[src/rtl/sst_pkg.sv]
// ----------------------------------------------------------------------------
// sst_pkg
// Shared types and constants for the sorted set table.
// ----------------------------------------------------------------------------
package sst_pkg;

    localparam int CAPACITY = 16;
    localparam int IDX_W    = (CAPACITY > 1) ? $clog2(CAPACITY) : 1;
    localparam int CNT_W    = $clog2(CAPACITY + 1);
    localparam int VAL_W    = 32;
    localparam int MODE_W   = 2;
    localparam int POS_W    = 4;
    localparam int COUNT_W  = 5;

    typedef enum logic [MODE_W-1:0] {
        MODE_INSERT = 2'd0,
        MODE_REMOVE = 2'd1,
        MODE_QUERY  = 2'd2,
        MODE_CLEAR  = 2'd3
    } t_mode;

    typedef struct packed {
        logic load;
        logic exec;
    } t_dp_cmd;

endpackage

[src/rtl/sorted_set_table_top.sv]
// ----------------------------------------------------------------------------
// sorted_set_table_top
// Sorted set of distinct signed 32-bit values with insert/remove/query/clear.
// ----------------------------------------------------------------------------
// Usage:
//   Command channel: drive i_mode and i_value with start high; the transfer
//   happens at a rising edge where start is high and busy is low.
//   Result channel: o_valid is high for exactly one cycle with o_done_res,
//   o_position and o_count; the receiver must take it then, it cannot stall.
//   The result strobe follows the command transfer through ST_CALC, then ST_REPLY.
//   No command transfers while busy (ST_CALC); a new command may transfer in
//   the cycle its predecessor's result is shown.
//   Per command, every table entry compares against the value in parallel
//   and shifts up or down in the same execute cycle.
//   Reset (i_rst_n low, synchronous) empties the set and idles the sequencer;
//   table contents are don't-care until written.
// ----------------------------------------------------------------------------
module sorted_set_table_top import sst_pkg::*; (
    input  logic                    i_clk,
    input  logic                    i_rst_n,
    input  logic                    start,
    output logic                    busy,
    input  logic [MODE_W-1:0]       i_mode,
    input  logic signed [VAL_W-1:0] i_value,
    output logic                    o_valid,
    output logic                    o_done_res,
    output logic [POS_W-1:0]        o_position,
    output logic [COUNT_W-1:0]      o_count
);

    t_dp_cmd cmd;

    sst_ctrl u_ctrl (
        .i_clk   (i_clk),
        .i_rst_n (i_rst_n),
        .start   (start),
        .busy    (busy),
        .o_valid (o_valid),
        .o_cmd   (cmd)
    );

    sst_dp u_dp (
        .i_clk      (i_clk),
        .i_rst_n    (i_rst_n),
        .i_cmd      (cmd),
        .i_mode     (i_mode),
        .i_value    (i_value),
        .o_done_res (o_done_res),
        .o_position (o_position),
        .o_count    (o_count)
    );

endmodule

[src/rtl/sst_ctrl.sv]
// ----------------------------------------------------------------------------
// sst_ctrl
// Sequencer: latches a command, runs one table update, presents the result.
// ----------------------------------------------------------------------------
module sst_ctrl import sst_pkg::*; (
    input  logic    i_clk,
    input  logic    i_rst_n,
    input  logic    start,
    output logic    busy,
    output logic    o_valid,
    output t_dp_cmd o_cmd
);

    typedef enum logic [2:0] {
        ST_IDLE  = 3'b001,
        ST_CALC  = 3'b010,
        ST_REPLY = 3'b100
    } t_state;

    t_state r_state;
    t_state n_state;
    logic   accept;

    assign busy    = (r_state == ST_CALC);
    assign o_valid = (r_state == ST_REPLY);
    assign accept  = start && !busy;

    always_comb begin
        n_state = r_state;
        unique case (r_state)
            ST_IDLE: begin
                if (accept) n_state = ST_CALC;
            end
            ST_CALC: begin
                n_state = ST_REPLY;
            end
            ST_REPLY: begin
                n_state = accept ? ST_CALC : ST_IDLE;
            end
            default: begin
                n_state = ST_IDLE;
            end
        endcase
    end

    always_ff @(posedge i_clk) begin
        if (!i_rst_n) begin
            r_state <= ST_IDLE;
        end else begin
            r_state <= n_state;
        end
    end

    assign o_cmd.load = accept;
    assign o_cmd.exec = (r_state == ST_CALC);

endmodule

[src/rtl/sst_dp.sv]
// ----------------------------------------------------------------------------
// sst_dp
// Table datapath: per-entry compare cells and shift-up/shift-down update.
// ----------------------------------------------------------------------------
module sst_dp import sst_pkg::*; (
    input  logic                 i_clk,
    input  logic                 i_rst_n,
    input  t_dp_cmd              i_cmd,
    input  logic [MODE_W-1:0]    i_mode,
    input  logic signed [VAL_W-1:0] i_value,
    output logic                 o_done_res,
    output logic [POS_W-1:0]     o_position,
    output logic [COUNT_W-1:0]   o_count
);

    t_mode                   r_mode;
    logic signed [VAL_W-1:0] r_value;
    logic signed [VAL_W-1:0] r_entries [CAPACITY];
    logic signed [VAL_W-1:0] n_entries [CAPACITY];
    logic [CNT_W-1:0]        r_count;
    logic [CNT_W-1:0]        n_count;
    logic                    r_done_res;
    logic                    n_done_res;
    logic [IDX_W-1:0]        r_position;
    logic [IDX_W-1:0]        n_position;

    logic [CAPACITY-1:0]     valid;
    logic [CAPACITY-1:0]     lt;
    logic [CAPACITY-1:0]     eq;
    logic [CAPACITY-1:0]     lt_prev;
    logic                    found;
    logic                    full;
    logic [IDX_W-1:0]        found_idx;

    always_comb begin
        for (int i = 0; i < CAPACITY; i++) begin
            valid[i] = (CNT_W'(i) < r_count);
            lt[i]    = valid[i] && (r_entries[i] < r_value);
            eq[i]    = valid[i] && (r_entries[i] == r_value);
        end
    end

    always_comb begin
        lt_prev[0] = 1'b1;
        for (int i = 1; i < CAPACITY; i++) begin
            lt_prev[i] = lt[i-1];
        end
    end

    always_comb begin
        found_idx = '0;
        for (int i = 0; i < CAPACITY; i++) begin
            if (eq[i]) found_idx = found_idx | IDX_W'(i);
        end
    end

    assign found = |eq;
    assign full  = (r_count == CNT_W'(CAPACITY));

    always_comb begin
        n_count    = r_count;
        n_done_res = 1'b0;
        n_position = '0;
        for (int i = 0; i < CAPACITY; i++) begin
            n_entries[i] = r_entries[i];
        end
        unique case (r_mode)
            MODE_INSERT: begin
                if (!full && !found) begin
                    n_count    = r_count + CNT_W'(1);
                    n_done_res = 1'b1;
                    for (int i = 0; i < CAPACITY; i++) begin
                        if (!lt[i]) begin
                            if (lt_prev[i]) n_entries[i] = r_value;
                            else            n_entries[i] = r_entries[(i > 0) ? i - 1 : 0];
                        end
                    end
                end
            end
            MODE_REMOVE: begin
                if (found) begin
                    n_count    = r_count - CNT_W'(1);
                    n_done_res = 1'b1;
                    for (int i = 0; i < CAPACITY - 1; i++) begin
                        if (!lt[i]) n_entries[i] = r_entries[i+1];
                    end
                end
            end
            MODE_QUERY: begin
                if (found) begin
                    n_done_res = 1'b1;
                    n_position = found_idx;
                end
            end
            MODE_CLEAR: begin
                n_count = '0;
            end
            default: begin
                n_count = r_count;
            end
        endcase
    end

    always_ff @(posedge i_clk) begin
        if (i_cmd.load) begin
            r_mode  <= t_mode'(i_mode);
            r_value <= i_value;
        end
        if (i_cmd.exec) begin
            r_done_res <= n_done_res;
            r_position <= n_position;
            for (int i = 0; i < CAPACITY; i++) begin
                r_entries[i] <= n_entries[i];
            end
        end
    end

    always_ff @(posedge i_clk) begin
        if (!i_rst_n) begin
            r_count <= '0;
        end else if (i_cmd.exec) begin
            r_count <= n_count;
        end
    end

    assign o_done_res = r_done_res;
    assign o_position = POS_W'(r_position);
    assign o_count    = COUNT_W'(r_count);

    a_count_range: assert property (@(posedge i_clk) disable iff (!i_rst_n)
        r_count <= CNT_W'(CAPACITY))
        else $error("stored count above capacity");

    a_clear_empties: assert property (@(posedge i_clk) disable iff (!i_rst_n)
        (i_cmd.exec && r_mode == MODE_CLEAR) |=> (r_count == '0))
        else $error("clear left entries");

    a_full_refused: assert property (@(posedge i_clk) disable iff (!i_rst_n)
        (i_cmd.exec && r_mode == MODE_INSERT && full) |=> (!r_done_res && $stable(r_count)))
        else $error("insert accepted on full table");

    a_unique_match: assert property (@(posedge i_clk) disable iff (!i_rst_n)
        i_cmd.exec |-> $onehot0(eq))
        else $error("duplicate values in table");

endmodule
[config.mk]
export PLATFORM = sky130hd
export DESIGN_NAME = sorted_set_table_top
export DESIGN_NICKNAME = d
export VERILOG_FILES = /design/src/rtl/sst_pkg.sv /design/src/rtl/sorted_set_table_top.sv /design/src/rtl/sst_ctrl.sv /design/src/rtl/sst_dp.sv
export SDC_FILE = /design/constraint.sdc
export NUM_CORES = 2
export LEC_CHECK = 0
export ABC_CLOCK_PERIOD_IN_PS = 8200
export BUFFER_PORTS_ARGS = -buffer_cell sky130_fd_sc_hd__buf_2
export CORE_MARGIN = 4
export CORE_UTILIZATION = 35
export CTS_BUF_LIST = sky130_fd_sc_hd__clkbuf_4 sky130_fd_sc_hd__clkbuf_8
export DETAILED_ROUTE_END_ITERATION = 16
export PLACE_DENSITY = 0.58
export SLEW_MARGIN = 20
export SYNTH_ARGS = -nofsm -noshare
export SYNTH_HDL_FRONTEND = slang
export SYNTH_SLANG_ARGS = --single-unit
[constraint.sdc]
create_clock -name i_clk -period 8.2 [get_ports i_clk]
set_input_delay 1.64 -clock i_clk [delete_from_list [all_inputs] [get_ports i_clk]]
set_output_delay 1.64 -clock i_clk [all_outputs]
set_load 0.03 [all_outputs]
== After elaboration in Yosys (flattened, before gate mapping) ==
Memories as Yosys holds them, arrays and structs flattened.
Index checks and enable logic that the tools add are counted.

* Output and inout port bits: 12
* Register bits: 47
* Input port bits: 37
* Memory bits (writable): 512
* Memories kept: 1

{| class="wikitable"
|+ Memories
! name !! depth !! bits a word !! rd ports !! clocked after memory_dff !! wr ports !! RTL line !! source
|-
| u_dp.r_entries || 16 || 32 || 16 || 0 || 16 || sst_dp.sv:18 || <nowiki>logic signed [VAL_W-1:0] r_entries [CAPACITY];</nowiki>
|}

* Order comparisons: 32
* Equal/unequal tests: 26
* Reductions and logical operators: 43
* Multiplexer cells: 76
* $add $sub $neg: 2

{| class="wikitable"
|+ Operators by type and width
! cell !! number
|-
| $mux 32 || 47
|-
| $pmux 480 s2 || 1
|-
| $eq 32x32->1 || 16
|-
| $lt 32x32->1 || 16
|-
| $mux 512 || 1
|-
| $mux 480 || 1
|-
| $lt 4x5->1 const A || 8
|-
| $logic_and 1x1->1 || 34
|-
| $mux 4 || 8
|-
| $lt 3x5->1 const A || 4
|-
| $reduce_or 16->1 || 1
|-
| $mux 3 || 5
|-
| $pmux 5 s3 || 1
|-
| $lt 1x5->1 const A || 2
|-
| $lt 2x5->1 const A || 2
|-
| $mux 5 || 2
|-
| $pmux 3 s3 || 1
|-
| $mux 2 || 3
|-
| $ne 2x1->1 const B || 3
|-
| $add 5x1->5 const B || 1
|-
| $eq 5x5->1 const B || 1
|-
| $mux 1 || 5
|-
| $sub 5x1->5 const B || 1
|-
| $eq 2x2->1 const B || 2
|-
| other kinds (11) || 13
|}

== Longest topological paths before layout ==
An unclocked memory read counts as a cell.

* Word-level depth: 18
* Gate-level depth with buffers: 14

== By module ==
A second synthesis with hierarchy kept.

* Cell total of the unflattened synthesis: 3,752
* Area total of the unflattened synthesis: 39,544.2 um2

{| class="wikitable"
|+ By module, submodules not included
! module !! times used !! area an instance (um2) !! cells each !! sequential area each (um2)
|-
| sst_dp || 1 || 39,391.5 || 3,739 || 16,646.0
|-
| sst_ctrl || 1 || 152.6 || 13 || 60.1
|}

== Worst setup path before layout ==
No wires, ideal clock.

* Path type: flip-flop to flip-flop
* Start point: reg u_dp.r_value[23] (netlist name)
* End point: mem u_dp.r_entries[14][0], enable pin
* Arrival time: 4.683 ns
* Library setup time: 0.425 ns
* Path buffers: 3
* Cell stages (with the launch flop): 14
* Period minus slack after synthesis: 5.107 ns
* Path slack: 3.093 ns
* Cell sequence: edfxtp_1 -> clkbuf_1 -> inv_1 -> ha_1 -> nand4_1 -> or4_1 -> or4_4 -> o2111ai_2 -> or4_4 -> buf_6 -> and3_1 -> o21ai_1 -> clkbuf_1 -> nor2b_1

{| class="wikitable"
|+ RTL lines
! what !! RTL line
|-
| to (decl) || sst_dp.sv:18
|}

==> results.sh <==
export IMPL_final_cell_mix="nand2_1, edfxtp_1, ha_1"
export IMPL_whs_ns=0.481
export IMPL_ctsHoldBuffers=0
export IMPL_start_util_pct=35.5
export IMPL_synth_avg_cell_area_um2=10.3
export IMPL_multi_input_area_um2=21100
export IMPL_overflow=0
export IMPL_clk_pin_slew_worst_paths_ns=0.06
export IMPL_cts_max_level=3
export IMPL_seqPwrFrac_pct=49.1
export IMPL_yosys_warnings=0
export IMPL_cts_resized=0
export IMPL_layout_area_seq_um2=16700
export IMPL_cts_tree="yes"
export IMPL_synth_cell_types=73
export IMPL_status="finished clean"
export IMPL_drc=0
export IMPL_insertion_delay_ns=0.76
export IMPL_dr_pass1_iters=5
export IMPL_die_w_um=341
export IMPL_grt_util_all_layers_pct=21.5
export IMPL_skew_ns=0.0362
export IMPL_grt_pass1_wl_mm=194
export IMPL_drtIter0Drc=3172
export IMPL_drive_gt1_share_pct=9.97
export IMPL_rows=121
export IMPL_yosysSeqAreaShare_pct=43.0
export IMPL_synth_edf_count=551
export IMPL_cts_path_max_buffers=3
export IMPL_finalWirelength_mm=129
export IMPL_timing_fmax_mhz=172
export IMPL_dp_cells=5128
export IMPL_vias_per_cell=5.89
export IMPL_critPathCaptureType="flip-flop"
export IMPL_ant_nets=0
export IMPL_hp_class="reg -> reg"
export IMPL_start_kind="flip-flop"
export IMPL_port_buffers=48
export IMPL_powerDensity_nw_per_um2=153
export IMPL_syn_num_nets=4345
export IMPL_antenna_found_initial=4
export IMPL_drv_slew=0
export IMPL_grt_max_degree=213
export IMPL_irDropWorstVdd_mv=0.129
export IMPL_rsz0062_at_grt="no"
export IMPL_die_area_um2=116000
export IMPL_p_sw_mw=1.83
export IMPL_area_delta_synth_final_pct=9.72
export IMPL_grt_pass1_vias=30800
export IMPL_hpwl_mm=93.7
export IMPL_core_area_um2=110000
export IMPL_cts_root_buf="clkbuf_8"
export IMPL_finalHoldViolCount=0
export IMPL_ys_ff_latch=559
export IMPL_fin_cells=5311
export IMPL_cap_viol_max_count=0
export IMPL_finalSetupTns_ns=0
export IMPL_path_class="reg -> reg"
export IMPL_path_max_fanout=33
export IMPL_synthArstFlopShare_pct=0
export IMPL_clockPowerShare_pct=39.3
export IMPL_intPower_mw=4.69
export IMPL_fillCellCount=10900
export IMPL_synthesis_area_um2=38900
export IMPL_setup_violations=0
export IMPL_dr_total_vias=31300
export IMPL_p_sw_share_pct=28.0
export IMPL_p_leak_nw=17.0
export IMPL_synth_cells=3787
export IMPL_combPwrFrac_pct=11.7
export IMPL_detail_route_wl_per_cell_um=24.3
export IMPL_min_period_ns=5.80
export IMPL_fin_nets=4316
export IMPL_synth_main_ff_cell="edfxtp_1"
export IMPL_clock_sinks=559
export IMPL_postCtsSetupBuffers=0
export IMPL_cts_buffers=101
export IMPL_layout_commonest_cell="nand2_1"
export IMPL_relSlewSlack_pct=17.1
export IMPL_dieHeight_um=341
export IMPL_place_gp_congestion=0.894
export IMPL_fin_crit_sh_pct=70.7
export IMPL_tightest_slew_ns=1.24
export IMPL_io_pins=49
export IMPL_critPathRequiredTime_ns=8.55
export IMPL_crit_arrival_ns=6.15
-- per-stage QoR --
step,worst slack (ns),cell area [um2],total power [mW],utilization (%)
after floorplan,3.09,38900,3.73,-
after global placement,2.50,40700,3.98,37.1
after detailed placement,2.45,40700,4.00,37.1
after CTS,2.43,42600,6.55,38.8
after global routing,1.92,42600,6.78,38.9
final,2.40,42600,6.52,38.9
-- power groups by stage --
stage | Sequential, mW | Clock [mW] | Combinational [mW]
2_1_floorplan | 3.23 | 0 | 0.496
3_3_place_gp | 3.25 | 0 | 0.727
3_5_place_dp | 3.26 | 0 | 0.744
4_1_cts | 3.20 | 2.61 | 0.747
5_1_grt | 3.20 | 2.74 | 0.840
6_report | 3.20 | 2.56 | 0.763
-- routing by layer --
layer  vias up  track usage (%)  wire length (um)  share of wire [%]
met2      1210             34.5             59500                 46
met1     15300             29.4             55900                 43
met3       163             3.59              9800                7.6
met5         -                0                 0                  0
met4         0             7.29              3960                3.1
li1      14600                -                 -                  -
-- synthesized netlist by cell type (all sizes together), types with 17 or more instances --
library cell  count  area share, %
nand2           623            6.1
edfxtp          551             43
ha              521             17
nand4           305            4.9
o21ai           297            3.8
o211ai          238            4.6
mux2i           227            5.8
clkbuf          208            2.0
a21oi           179            2.3
a21o            111            2.1
inv              70           0.68
nor2             70           0.69
nand3            56           0.72
buf              44           0.61
mux2             37            1.1
nor2b            36           0.58
nor4             20           0.36
a211oi           17           0.34
-- worst max-delay path, stage by stage, from the launching register on --
cell and delay [ns]:
edfxtp_1 0.70, inv_1 0.60, ha_1 0.41, a21o_1 0.17, a21o_1 0.17, a21oi_1 0.25, o211ai_1 0.12, a2111oi_0 0.55
a211o_1 0.94, and2_1 0.24, buf_4 0.36, nor2b_4 0.87
-- state kept, by name (all words and copies together), names as in the netlist --
signal / cells
u_dp.r_mode: 2
u_dp.o_done_res: 1
u_dp.r_value: 32
u_dp.r_entries: 512
u_dp.o_position: 4
u_dp.o_count: 5
u_ctrl.r_state: 3
-- cells by family after synthesis --
logic type,synth area share (%)
xor+xnor,0.0225
fa+ha+maj,16.8
flops,43.0
compound gates,15.2
simple gates,14.8
mux,6.92
buf+inv,3.31
-- worst paths after layout --
kind                                       start  cells past startpoint                         endpoint  slack [ns]
setup reg to reg      u_dp.r_value[16]$_DFFE_PP_                     11  u_dp.r_entries[5][21]$_DFFE_PP_        2.40
setup / recovery      u_dp.r_value[16]$_DFFE_PP_                     11  u_dp.r_entries[5][21]$_DFFE_PP_        2.40
hold / removal    u_ctrl.r_state[1]$_SDFFE_PN0P_                      1   u_ctrl.r_state[1]$_SDFFE_PN0P_        0.48
hold reg to reg   u_ctrl.r_state[1]$_SDFFE_PN0P_                      1   u_ctrl.r_state[1]$_SDFFE_PN0P_        0.48
-- layout make-up --
type                       instances  area share [%]
antenna                            2          0.0117
tap                             1476            4.33
multi-input combinational       2905            49.4
clock buffer                     131            3.80
timing repair buffer             120            2.10
sequential                       559            39.2
inverter                          71           0.625
clock inverter                    47           0.514
(Power assumes the default switching activity.)
